`src/rtl/sve_pkg.sv`:
```
`default_nettype none

package sve_pkg;

	localparam int unsigned VALUE_W   = 64;
	localparam int unsigned HEAD_BITS = 6;
	localparam int unsigned GRP_BITS  = 7;
	localparam int unsigned MAX_BYTES = 10;
	localparam int unsigned NIB_BYTES = 5;
	localparam int unsigned CNT_W     = $clog2(MAX_BYTES + 1);

	localparam logic MODE_32 = 1'b0;
	localparam logic MODE_64 = 1'b1;

	typedef logic [CNT_W-1:0] cnt_t;

	typedef struct packed {
		logic signed [VALUE_W-1:0] value;
		logic                      mode;
	} req_t;

	typedef struct packed {
		logic [7:0] out_byte;
		logic       last;
	} res_t;

	typedef struct packed {
		logic [VALUE_W-1:0] bits;
		cnt_t               cnt;
		logic               neg;
		logic               nib;
	} sve_load_t;

endpackage

`default_nettype wire

```
`src/rtl/sve_len.sv`:
```
`default_nettype none

module sve_len (
	input  wire logic [sve_pkg::VALUE_W-1:0] bits,
	output sve_pkg::cnt_t                    cnt
);
	import sve_pkg::*;

	logic [VALUE_W-1:0] mag;

	assign mag = bits[VALUE_W-1] ? (~bits + VALUE_W'(1)) : bits;

	always_comb begin
		cnt = CNT_W'(1);
		for (int i = 0; i < MAX_BYTES - 1; i++) begin
			if ((mag >> (HEAD_BITS + GRP_BITS * i)) != '0) begin
				cnt = cnt + CNT_W'(1);
			end
		end
	end

endmodule

`default_nettype wire

```
`src/rtl/sve_ser.sv`:
```
`default_nettype none

module sve_ser (
	input  wire logic              clk,
	input  wire logic              arst_n,
	input  wire logic              load_valid,
	input  wire sve_pkg::sve_load_t load,
	output logic                   load_ready,
	output logic                   res_valid,
	input  wire logic              res_ready,
	output sve_pkg::res_t          res
);
	import sve_pkg::*;

	logic               busy_q;
	logic               first_q;
	logic               neg_q;
	logic               nib_q;
	cnt_t               cnt_q;
	logic [VALUE_W-1:0] sh_q;
	logic               res_valid_q;
	res_t               res_q;

	logic       out_free;
	logic       emit;
	logic       last_b;
	logic [7:0] byte_d;

	assign out_free   = !res_valid_q || res_ready;
	assign emit       = busy_q && out_free;
	assign last_b     = (cnt_q == CNT_W'(1));
	assign load_ready = !busy_q || (emit && last_b);

	always_comb begin
		if (first_q) begin
			byte_d = {!last_b, neg_q, sh_q[HEAD_BITS-1:0]};
		end else if (last_b && nib_q) begin
			byte_d = {4'b0000, sh_q[3:0]};
		end else begin
			byte_d = {!last_b, sh_q[GRP_BITS-1:0]};
		end
	end

	always_ff @(posedge clk or negedge arst_n) begin
		if (!arst_n) begin
			busy_q  <= 1'b0;
			first_q <= 1'b0;
			cnt_q   <= '0;
		end else if (load_valid && load_ready) begin
			busy_q  <= 1'b1;
			first_q <= 1'b1;
			cnt_q   <= load.cnt;
		end else if (emit) begin
			busy_q  <= !last_b;
			first_q <= 1'b0;
			cnt_q   <= cnt_q - CNT_W'(1);
		end
	end

	always_ff @(posedge clk) begin
		if (load_valid && load_ready) begin
			sh_q  <= load.bits;
			neg_q <= load.neg;
			nib_q <= load.nib;
		end else if (emit) begin
			sh_q <= first_q ? (sh_q >> HEAD_BITS) : (sh_q >> GRP_BITS);
		end
	end

	always_ff @(posedge clk or negedge arst_n) begin
		if (!arst_n) begin
			res_valid_q <= 1'b0;
		end else if (emit) begin
			res_valid_q <= 1'b1;
		end else if (res_ready) begin
			res_valid_q <= 1'b0;
		end
	end

	always_ff @(posedge clk) begin
		if (emit) begin
			res_q.out_byte <= byte_d;
			res_q.last     <= last_b;
		end
	end

	assign res_valid = res_valid_q;
	assign res       = res_q;

endmodule

`default_nettype wire

```
`src/rtl/signed_varint_encoder.sv`:
```
// A request is held in the input stage register, then loaded into the serializer.
// Throughput: one byte per cycle while the output is not stalled, set by the single
// byte-wide output register; a request gives 1 to 10 bytes. A new request is taken while
// the last byte of the previous one leaves, so encodings follow one another with no gap.
// Reset: arst_n clears all valid and control state at once; no clearing pass.
`default_nettype none

module signed_varint_encoder (
	input  wire logic          clk,
	input  wire logic          arst_n,
	input  wire logic          req_valid,
	output logic               req_ready,
	input  wire sve_pkg::req_t req,
	output logic               res_valid,
	input  wire logic          res_ready,
	output sve_pkg::res_t      res
);
	import sve_pkg::*;

	logic               valid_s1;
	logic [VALUE_W-1:0] bits_s1;
	logic               wide_s1;
	logic [VALUE_W-1:0] bits_d;
	cnt_t               cnt;
	sve_load_t          load;
	logic               load_ready;

	assign bits_d = (req.mode == MODE_64) ? VALUE_W'(req.value)
		: {{(VALUE_W-32){req.value[31]}}, req.value[31:0]};

	assign req_ready = !valid_s1 || load_ready;

	always_ff @(posedge clk or negedge arst_n) begin
		if (!arst_n) begin
			valid_s1 <= 1'b0;
		end else if (req_ready) begin
			valid_s1 <= req_valid;
		end
	end

	always_ff @(posedge clk) begin
		if (req_valid && req_ready) begin
			bits_s1 <= bits_d;
			wide_s1 <= req.mode;
		end
	end

	sve_len u_len (
		.bits (bits_s1),
		.cnt  (cnt)
	);

	always_comb begin
		load.bits = bits_s1;
		load.cnt  = cnt;
		load.neg  = bits_s1[VALUE_W-1];
		load.nib  = (wide_s1 == MODE_32) && (cnt == CNT_W'(NIB_BYTES));
	end

	sve_ser u_ser (
		.clk        (clk),
		.arst_n     (arst_n),
		.load_valid (valid_s1),
		.load       (load),
		.load_ready (load_ready),
		.res_valid  (res_valid),
		.res_ready  (res_ready),
		.res        (res)
	);

endmodule

`default_nettype wire

```
`config.mk`:
```
export PLATFORM = sky130hd
export DESIGN_NAME = signed_varint_encoder
export DESIGN_NICKNAME = d
export VERILOG_FILES = /design/src/rtl/sve_pkg.sv /design/src/rtl/sve_len.sv /design/src/rtl/sve_ser.sv /design/src/rtl/signed_varint_encoder.sv
export SDC_FILE = /design/constraint.sdc
export NUM_CORES = 1
export LEC_CHECK = 0
export BUFFER_PORTS_ARGS = -buffer_cell sky130_fd_sc_hd__buf_2
export CAP_MARGIN = 5
export CORE_MARGIN = 2
export CORE_UTILIZATION = 30
export DETAILED_ROUTE_END_ITERATION = 12
export GPL_TIMING_DRIVEN = 0
export PLACE_DENSITY_LB_ADDON = 0.08
export SETUP_SLACK_MARGIN = 0.2
export SLEW_MARGIN = 20
export SYNTH_ARGS = -nofsm -noshare
export SYNTH_HDL_FRONTEND = slang
export SYNTH_HIERARCHICAL = 1
export SYNTH_SLANG_ARGS = --single-unit
```
`constraint.sdc`:
```
create_clock -name clk -period 12.2 [get_ports clk]
set_input_delay 3.66 -clock clk [delete_from_list [all_inputs] [get_ports clk]]
set_output_delay 3.66 -clock clk [all_outputs]
set_load 0.01 [all_outputs]
```
==> results of run 1 <==
[where the power goes]
| group | switching, W | internal, W |
|---|---|---|
| Sequential | 0.0000733 | 0.000707 |
| Combinational | 0.000196 | 0.000139 |
| Clock | 0.000223 | 0.000303 |
| Total | 0.000492 | 0.00115 |
[cells in the mapped netlist (4+ instances only)]
library cell  instances  area share (%)
nand3_1              23             1.3
clkbuf_2              4            0.23
xnor2_1               6            0.61
a41oi_1               4            0.41
nand2b_1              9            0.65
a21o_1                4            0.35
and4_1                6            0.61
a211oi_1              7            0.61
a31oi_1               6            0.43
or4_1                 9            0.78
inv_1                13            0.57
a311oi_1              6            0.61
or2_2                 5            0.36
a21oi_1              16            0.93
buf_2                12            0.70
and2_1               11            0.80
nor4_1               15             1.1
edfxtp_1            140              49
buf_6                 9             1.2
nand4_1               7            0.51
clkbuf_1             13            0.57
ha_1                 11             1.6
o31ai_1               5            0.43
or3_1                12            0.87
nor2_1               41             1.8
o221ai_1              4            0.41
mux2i_1              66             7.7
xor2_1                9            0.91
nor3_1               25             1.4
o21ai_0              27             1.6
o21ai_1              53             3.1
dfrtp_1               8             2.3
and3_1                9            0.65
nand2_1             164             7.1
[metrics by stage]
stage	total power [W]	hold WS [ns]	util (%)	cells
floorplan	0.00100	0.400	-	828
global placement	0.00113	0.404	33.3	1291
detailed placement	0.00113	0.406	33.5	1293
CTS	0.00166	0.421	35.5	1325
global route	0.00174	0.424	35.5	1325
finish	0.00164	0.418	35.5	1325
[how the worst max path moves through the flow]
stage,startpoint,end,slack (ns),cells after the start
3_3_place_gp,bits_s1[7],u_ser/nib_q,3.18,31
3_5_place_dp,bits_s1[10],u_ser/nib_q,3.17,30
4_1_cts,bits_s1[10],u_ser/nib_q,3.15,30
5_1_grt,bits_s1[7],u_ser/nib_q,2.23,31
6_report,bits_s1[7],u_ser/nib_q,3.19,31
2_1_floorplan,res_ready,req_ready,4.32,4
[per-layer routing]
| metal | vias up | wire (um) |
|---|---|---|
| li1 | 3328 | - |
| met1 | 3148 | 11600 |
| met2 | 166 | 11100 |
| met3 | 17 | 974 |
| met4 | 0 | 334 |
| met5 | - | 0 |
[sequential cells by signal (all words and copies together), names as in the netlist]
register,cells
bits_s1,64
u_ser/busy_q,1
u_ser/cnt_q,4
u_ser/first_q,1
u_ser/neg_q,1
u_ser/nib_q,1
u_ser/res,9
u_ser/res_valid,1
u_ser/sh_q,64
valid_s1,1
wide_s1,1
[cell usage in the layout (no fill, tap or decap), types with 4 or more instances in the layout]
master     synthesis  layout
nand2_1          164     163
edfxtp_1         140     140
buf_2             12      91
mux2i_1           66      66
o21ai_1           53      53
nor2_1            41      41
o21ai_0           27      27
nor3_1            25      25
nand3_1           23      23
clkbuf_16          0      17
a21oi_1           16      16
nor4_1            15      15
clkbuf_1          13      14
inv_1             13      13
or3_1             12      12
ha_1              11      11
and2_1            11      10
buf_6              9       9
nand2b_1           9       9
or4_1              9       9
and3_1             9       9
xor2_1             9       9
dfrtp_1            8       8
nand4_1            7       7
a211oi_1           7       7
a311oi_1           6       6
and4_1             6       6
a31oi_1            6       6
xnor2_1            6       6
inv_6              0       5
or2_2              5       5
o31ai_1            5       5
a41oi_1            4       4
o221ai_1           4       4
a21o_1             4       4
clkbuf_2           4       4
[kinds of logic (layout without fill, tap and decap cells)]
family,count (synthesis),after routing,synth area share [%]
AO/OA/AOI/OAI,164,164,12.5
XOR/XNOR,15,15,1.52
adder cells (fa/ha/maj),12,12,1.83
buffers and inverters,57,170,3.49
flip-flops,148,148,51.0
multiplexers,70,70,8.31
AND/OR/NAND/NOR,362,362,21.4
[area by class of cell]
type	instances	share of cell area (%)
buffer	41	2.38
clock buffer	18	4.23
clock inverter	14	1.49
inverter	16	0.592
multi-input combinational	623	38.8
sequential	148	43.4
tap	384	4.74
timing repair buffer	81	4.37
[worst max-delay path: cells and delay by family (launching register included)]
| kind | cells | cell delay, ns |
|---|---|---|
| buf+inv | 4 | 0.73 |
| xor+xnor | 2 | 0.43 |
| simple gates | 14 | 4.11 |
| mux | 2 | 0.38 |
| fa+ha+maj | 3 | 0.97 |
| compound gates | 6 | 1.73 |
| flops | 1 | 0.45 |
==> results.json, run 1 <==
{
  "outcome": "finished, final reports clean",
  "min_from": "u_ser/sh_q[1]",
  "post_route_cells_drive_above_1_share_pct": 17.9,
  "dr.pass1.iters": 5,
  "skew_ns": 0.00988,
  "rsz0062_at_grt": "false",
  "cpPeakStageDelay_ns": 0.59,
  "finalSetupTns_ns": 0,
  "fin_crit_ns": 9.01,
  "synth_warnings": 6,
  "fillers": 2928,
  "syn_area_mm2": 0.00863,
  "antenna_found_initial": 0,
  "grt_pass1_vias": 6683,
  "slew_headroom_pct": 31.0,
  "cts_setup_buffers": 0,
  "rows": 62,
  "die_h_um": 174,
  "clk_pin_slew_ns": 0.06,
  "grt_max_degree": 49,
  "crit_type": "reg -> reg",
  "syn2layout_area_growth_pct": 17.5,
  "grt_pass1_wl_mm": 38.6,
  "drc_errors": 0,
  "clock-root-buffer": "clkbuf_16",
  "fmax_mhz": 111,
  "coreArea_mm2": 0.0285,
  "drtAntennaViolNets": 0,
  "dpl_worst_slack_ns": 3.17,
  "hold_viol_final": 0,
  "htreeDepth": 4,
  "grt-ovfl-total": 0,
  "pin_count": 80,
  "dieArea_mm2": 0.0301,
  "gp_congestion": 0.880,
  "reg2reg_depth": 31,
  "first_iter_violations": 474,
  "reg2reg_to": "u_ser/nib_q",
  "register_area_mm2": 0.00440,
  "min_to": "u_ser/res[2]",
  "grt_usage_pct": 16.5,
  "async_reset_ff_share_pct": 5.41,
  "use_met3_pct": 3.03,
  "hp-class": "reg -> reg",
  "synth_nets": 909,
  "yosysUniqueCellTypes": 82,
  "reg2reg_from": "bits_s1[7]",
  "worstHoldPathCells": 0,
  "cp-start-kind": "register",
  "dpl.hpwl_mm": 17.6,
  "port_buffers": 79,
  "finalSetupViolCount": 0,
  "wl_mm": 24.0,
  "path_max_fanout": 10,
  "top_usage_layer": "met2",
  "cts_resized": 0,
  "ff2ff_setup_slack_ns": 3.19,
  "ys_seq_elements": 148,
  "grt_use_met2_pct": 26.6,
  "multiInputGateArea_mm2": 0.00394,
  "p_per_area_mw_per_mm2": 162,
  "cts_hold_buf": 0,
  "avgViaCountPerCell": 5.03,
  "synth-main-ff-cell": "edfxtp_1",
  "postSynthAreaPerCell_um2": 10.4,
  "numCtsBuffers": 17,
  "met1_usage_pct": 22.8,
  "yosysSeqAreaShare_pct": 51.0,
  "clk_latency_ns": 0.44,
  "required_ns": 12.40,
  "timing.final.crit_share_pct": 73.9,
  "synthCells": 828,
  "path_common_cell": "nor2_1",
  "clock-sinks": 148,
  "arrival_ns": 9.21,
  "initial_utilization_pct": 30.2,
  "vias": 6659,
  "place_area_mm2": 0.00956,
  "synth_edf_count": 140,
  "clockBufferDepth": 2,
  "fin_area_mm2": 0.0101,
  "die_w_um": 174,
  "wl_per_cell_um": 18.1,
  "setup_slack_ns": 3.19,
  "worstSetupEndpointType": "register",
  "peakVddDrop_mv": 0.0890,
  "diodes": 0,
  "slowest_stage": "or4_1",
  "tritoncts": "done",
  "drv_slew": 0,
  "nets": 1009,
  "leakage_nw": 3.54,
  "worst_pin_slew_ns": 1.03,
  "drv_cap": 0
}
Note: power is estimated with default switching activity, not from simulation.
==> inputs of run 2 (changes only) <==
--- a/config.mk
+++ b/config.mk
@@ -5,6 +5,7 @@
 export SDC_FILE = /design/constraint.sdc
 export NUM_CORES = 1
 export LEC_CHECK = 0
+export ABC_AREA = 1
 export BUFFER_PORTS_ARGS = -buffer_cell sky130_fd_sc_hd__buf_2
 export CAP_MARGIN = 5
 export CORE_MARGIN = 2
==> constraint.sdc (replaced) <==
create_clock -name clk -period 8.3 [get_ports clk]
set_input_delay 2.49 -clock clk [delete_from_list [all_inputs] [get_ports clk]]
set_output_delay 2.49 -clock clk [all_outputs]
set_load 0.01 [all_outputs]
==> run 2 against run 1 <==
Non-clock buffer count grew 1. Wire length is 37% higher. Synthesized cell count grew 70%. Flip-flop and latch count is the same. Die area grew 18%. First-iteration DRC count grew 55%. Setup slack got worse by 1.3 ns. Critical path type unchanged. Global-route usage rose by 2.6 points. Largest cell class is now multi-input gates. Final cell count up 49%. Fmax up 41%. Critical path depth is 1 higher. Total power grew 100%. Largest power group unchanged.
==> results.json, run 2 <==
{
  "holdWs_ns": 0.418,
  "ys_seq_elements": 148,
  "finalSetupViolCount": 0,
  "clockBufferDepth": 2,
  "reg2reg_depth": 32,
  "synthCells": 1407,
  "p_per_area_mw_per_mm2": 279,
  "port_buffers": 79,
  "cts_hold_buf": 0,
  "synth_nets": 1488,
  "avgViaCountPerCell": 4.68,
  "gp_congestion": 0.955,
  "first_iter_violations": 735,
  "post_route_cells_drive_above_1_share_pct": 16.0,
  "cp.depth": 32,
  "wl_per_cell_um": 16.7,
  "clock-sinks": 148,
  "synth_common_cells": "nand2_1 (575), nor2_1 (152), edfxtp_1 (140), inv_1 (140), nand3_1 (79)",
  "grt_usage_pct": 19.1,
  "rows": 67,
  "drc_errors": 0,
  "rsz0062_at_grt": "false",
  "path_max_fanout": 10,
  "cts_setup_buffers": 0,
  "slew_headroom_pct": 38.6,
  "die_h_um": 188,
  "yosysUniqueCellTypes": 44,
  "endpoint": "u_ser/cnt_q[1]",
  "drv_cap": 0,
  "skew_ns": 0.00919,
  "drv_slew": 0,
  "crit_family": "simple AND/OR/NAND/NOR gates",
  "htreeDepth": 4,
  "cp-start-kind": "register",
  "wl_mm": 33.0,
  "syn_area_mm2": 0.0102,
  "synth_edf_count": 140,
  "critPathBufInv": 7,
  "fin_area_mm2": 0.0119,
  "ff2ff_setup_slack_ns": 1.93,
  "place_area_mm2": 0.0113,
  "reg2reg_to": "u_ser/cnt_q[1]",
  "crit_type": "reg -> reg",
  "clk_pin_slew_ns": 0.06,
  "hp-class": "reg -> reg",
  "postSynthAreaPerCell_um2": 7.25,
  "syn2layout_area_growth_pct": 16.3,
  "yosysSeqAreaShare_pct": 43.2,
  "worst_pin_slew_ns": 0.922,
  "final_common_cell": "nand2_1",
  "fin_crit_ns": 6.37,
  "worstSetupEndpointType": "register",
  "reg2reg_from": "bits_s1[63]",
  "slowest_stage": "edfxtp_1",
  "die_w_um": 188,
  "cts_resized": 0,
  "pin_count": 80,
  "numCtsBuffers": 17,
  "drtAntennaViolNets": 0,
  "peakVddDrop_mv": 0.142,
  "timing.final.crit_share_pct": 76.8,
  "grt_pass1_wl_mm": 50.9,
  "coreArea_mm2": 0.0335,
  "required_ns": 8.64,
  "synthMostInstantiatedCell": "nand2_1",
  "synth_warnings": 6,
  "dr.pass1.iters": 6,
  "cpPeakStageDelay_ns": 0.61,
  "path_common_cell": "nand2_1",
  "async_reset_ff_share_pct": 5.41,
  "dpl.hpwl_mm": 26.1,
  "grt_max_degree": 42,
  "clk_latency_ns": 0.44,
  "yosysTopAreaCell": "edfxtp_1",
  "fmax_mhz": 157,
  "vias": 9213,
  "dieArea_mm2": 0.0355,
  "tritoncts": "done",
  "hold_viol_final": 0,
  "clock-root-buffer": "clkbuf_16",
  "synth-main-ff-cell": "edfxtp_1",
  "yosys-top-cells-area": "edfxtp_1 (41%), nand2_1 (21%), nor2_1 (5.6%)",
  "grt_pass1_vias": 8790,
  "final_cell_mix": "nand2_1 (574), nor2_1 (152), inv_1 (140), edfxtp_1 (140), buf_2 (96)",
  "worstHoldPathCells": 0,
  "startpoint": "bits_s1[63]",
  "diodes": 0,
  "leakage_nw": 5.40,
  "nets": 1590,
  "yosysTopAreaCellShare_pct": 41.2,
  "antenna_found_initial": 0,
  "grt-ovfl-total": 0,
  "arrival_ns": 6.71,
  "initial_utilization_pct": 30.4,
  "outcome": "finished, final reports clean"
}
[run 2: cell types whose count changed after synthesis, sizes merged, moves of 10 or more]
cell and delta:
nand2 +445, nor2 +145, inv +134, mux2i -67, nand3 +67, nor3 -19, nor4 -18, nand4 +17
or3 -13, or4 -11, and2 -10, nand2b -10
[run 2: per-stage QoR]
stage | util (%) | TNS (ns) | setup slack, ns | std cells | power, W
CTS | 35.4 | 0 | 1.83 | 1970 | 0.00334
global route | 35.4 | 0 | 1.38 | 1970 | 0.00355
floorplan | - | 0 | 1.80 | 1407 | 0.00210
finish | 35.4 | 0 | 1.93 | 1970 | 0.00331
detailed placement | 33.6 | 0 | 1.87 | 1938 | 0.00255
global placement | 33.3 | -28.89 | -0.458 | 1934 | 0.00254
[run 2: layout make-up]
class	count	area, um2
buffer	40	258
timing repair buffer	83	498
clock inverter	15	156
multi-input combinational	1069	4990
inverter	150	568
sequential	148	4400
tap	448	561
clock buffer	17	425
fill	3674	21700
[run 2: routing by layer]
layer  part of all wire [%]  up-vias  track usage [%]
li1                       -     4701                -
met1                     48     4252             26.3
met2                     46      238             31.4
met3                    4.8       22             3.15
met4                    1.3        0             4.90
met5                      0        -                0
[run 2: power breakdown]
group	internal, W	switching (W)
registers	0.00118	0.000171
clock network	0.000444	0.000324
logic	0.000387	0.000803
[run 2: cell families (layout without fill, tap and decap cells)]
kind of cell / Yosys count / count (layout) / synth area share [%]
and+or+nand+nor: 936 / 936 / 40.2
buffers and inverters: 190 / 305 / 8.10
AOI/OAI and AO/OA: 103 / 103 / 5.46
adders and majority gates: 12 / 12 / 1.55
DFF: 148 / 148 / 43.2
xor gates and xnor gates: 18 / 18 / 1.55
[run 2: worst register-to-register path, delay by kind of cell (launching register included)]
family / cells / cell delay (ns)
AND/OR/NAND/NOR: 18 / 2.52
buffers and inverters: 7 / 1.35
adder cells (fa/ha/maj): 4 / 1.31
flip-flops: 1 / 0.61
AO/OA/AOI/OAI: 2 / 0.35
XOR/XNOR: 1 / 0.16
[run 2: how the worst min path moves through the flow]
stage,from,end,slack (ns)
after floorplan,u_ser/sh_q[0],u_ser/res[1],0.40
after global placement,u_ser/sh_q[3],u_ser/res[4],0.40
after detailed placement,u_ser/sh_q[2],u_ser/res[3],0.41
after CTS,u_ser/sh_q[2],u_ser/res[3],0.42
after global routing,u_ser/sh_q[1],u_ser/res[2],0.44
final,u_ser/sh_q[2],u_ser/res[3],0.42
==> inputs of run 3 (changes only) <==
==> constraint.sdc (replaced) <==
create_clock -name clk -period 6.3 [get_ports clk]
set_input_delay 1.89 -clock clk [delete_from_list [all_inputs] [get_ports clk]]
set_output_delay 1.89 -clock clk [all_outputs]
set_load 0.01 [all_outputs]
==> run 3 against run 2 <==
Clock-buffer cell count stayed put. Final cell count increased by 1.8%. Sequential power rose by 31%. Total power grew 34%. Setup slack got worse by 1.5 ns. Largest cell class unchanged. Largest power group unchanged.
==> results.json, run 3 (same netlist as run 2, synthesis figures left out) <==
{
  "hold_viol_final": 0,
  "final_common_cell": "nand2_1",
  "syn2layout_area_growth_pct": 22.2,
  "post_route_cells_drive_above_1_share_pct": 21.4,
  "clk_pin_slew_ns": 0.06,
  "crit_family": "simple AND/OR/NAND/NOR gates",
  "hp-class": "reg -> reg",
  "grt_max_degree": 42,
  "slowest_stage": "fa_1",
  "path_common_cell": "nand2_1",
  "dieArea_mm2": 0.0355,
  "clockBufferDepth": 2,
  "pin_count": 80,
  "antenna_found_initial": 0,
  "numCtsBuffers": 17,
  "cp-start-kind": "register",
  "totalPowerFinal_w": 0.00444,
  "crit_type": "reg -> reg",
  "outcome": "finished, final reports clean",
  "timing.final.crit_share_pct": 92.5,
  "p_per_area_mw_per_mm2": 356,
  "critPathBufInv": 6,
  "wl_mm": 33.5,
  "skew_ns": 0.00889,
  "grt_pass1_vias": 8829,
  "rows": 67,
  "wl_per_cell_um": 16.7,
  "fmax_mhz": 172,
  "die_h_um": 188,
  "dpl.hpwl_mm": 26.1,
  "tritoncts": "done",
  "dpl_worst_slack_ns": -0.129,
  "drv_cap": 0,
  "finalSetupViolCount": 0,
  "cts_hold_buf": 0,
  "worstSetupEndpointType": "register",
  "vias": 9369,
  "die_w_um": 188,
  "arrival_ns": 6.03,
  "peakVddDrop_mv": 0.188,
  "grt_pass1_wl_mm": 51.0,
  "cpPeakStageDelay_ns": 0.46,
  "dr.pass1.iters": 6,
  "worst_pin_slew_ns": 0.925,
  "setup_slack_ns": 0.472,
  "drc_errors": 0,
  "rsz0062_at_grt": "false",
  "htreeDepth": 4,
  "drtAntennaViolNets": 0,
  "first_iter_violations": 653,
  "final_cell_mix": "nand2_1 (562), edfxtp_1 (140), inv_1 (136), nor2_1 (136), buf_2 (93)",
  "grt_usage_pct": 19.2,
  "required_ns": 6.51,
  "grt-ovfl-total": 0,
  "fin_crit_ns": 5.83,
  "clk_latency_ns": 0.44,
  "clock-sinks": 148,
  "coreArea_mm2": 0.0335,
  "gp_congestion": 0.955,
  "nets": 1626,
  "leakage_nw": 5.65,
  "avgViaCountPerCell": 4.67,
  "drv_slew": 0,
  "port_buffers": 79,
  "initial_utilization_pct": 30.4,
  "slew_headroom_pct": 38.4,
  "diodes": 0,
  "clock-root-buffer": "clkbuf_16",
  "path_max_fanout": 5
}
==> run 3: cell count changes in the layout (fill, tap and decap cells not counted), sizes merged <==
cell,change
clkbuf,+1
buf,+35
==> run 3: worst paths after layout <==
check | start | to | slack, ns | cells past startpoint
worst max-delay path | bits_s1[3] | u_ser/nib_q | 0.47 | 35
worst min-delay path | u_ser/sh_q[2] | u_ser/res[3] | 0.42 | 0
worst max register to register | bits_s1[3] | u_ser/nib_q | 0.47 | 35
worst min register to register | u_ser/sh_q[2] | u_ser/res[3] | 0.42 | 0
max in group asynchronous | arst_n | u_ser/cnt_q[3] | 4.85 | 1
min in group asynchronous | arst_n | u_ser/cnt_q[1] | 1.28 | 1
==> run 3: report_power, final <==
part           total [W]  leakage, nW  internal (W)  switching, W
Sequential       0.00177         1.45       0.00155      0.000222
Clock            0.00101        0.286      0.000585      0.000426
Combinational    0.00165         3.91      0.000554       0.00110
==> run 3: routing by layer <==
layer / share of wire, % / GRT usage, %
met1: 48 / 26.3
met2: 46 / 31.5
met3: 4.2 / 3.13
met4: 1.5 / 4.87
met5: 0 / 0
==> run 3: area by class of cell <==
cell class                      instances  area, um2
Buffer                                 40        273
Clock buffer                           17        425
Clock inverter                         15        156
Fill cell                            3641      21100
Inverter                              150        568
Multi-Input combinational cell       1069       5300
Sequential cell                       148       4400
Tap cell                              448        561
Timing Repair Buffer                  119        779
==> run 3: worst reg2reg max path: cells and delay by family, from the launching register on <==
family                   cells  cell delay (ns)
AND/OR/NAND/NOR             21             2.77
adder cells (fa/ha/maj)      4             1.28
buffers and inverters        6             0.62
flip-flops                   1             0.45
AO/OA/AOI/OAI                3             0.40
XOR/XNOR                     1             0.08
==> run 3: through the flow <==
stage	utilization (%)	area (um2)	std cells	hold slack, ns	TNS, ns
floorplan	-	10200	1407	0.400	0
global placement	33.3	11200	1934	0.404	-120.08
detailed placement	33.6	11300	1938	0.406	-0.253
CTS	35.5	11900	1973	0.420	0
global route	37.2	12500	2006	0.440	0
finish	37.2	12500	2006	0.418	0
==> run 3: what timing repair did <==
item,CTS,global route
setup buffers,3,33
resized for setup,9,76
setup endpoints to repair,4,4
pin swaps,3,35
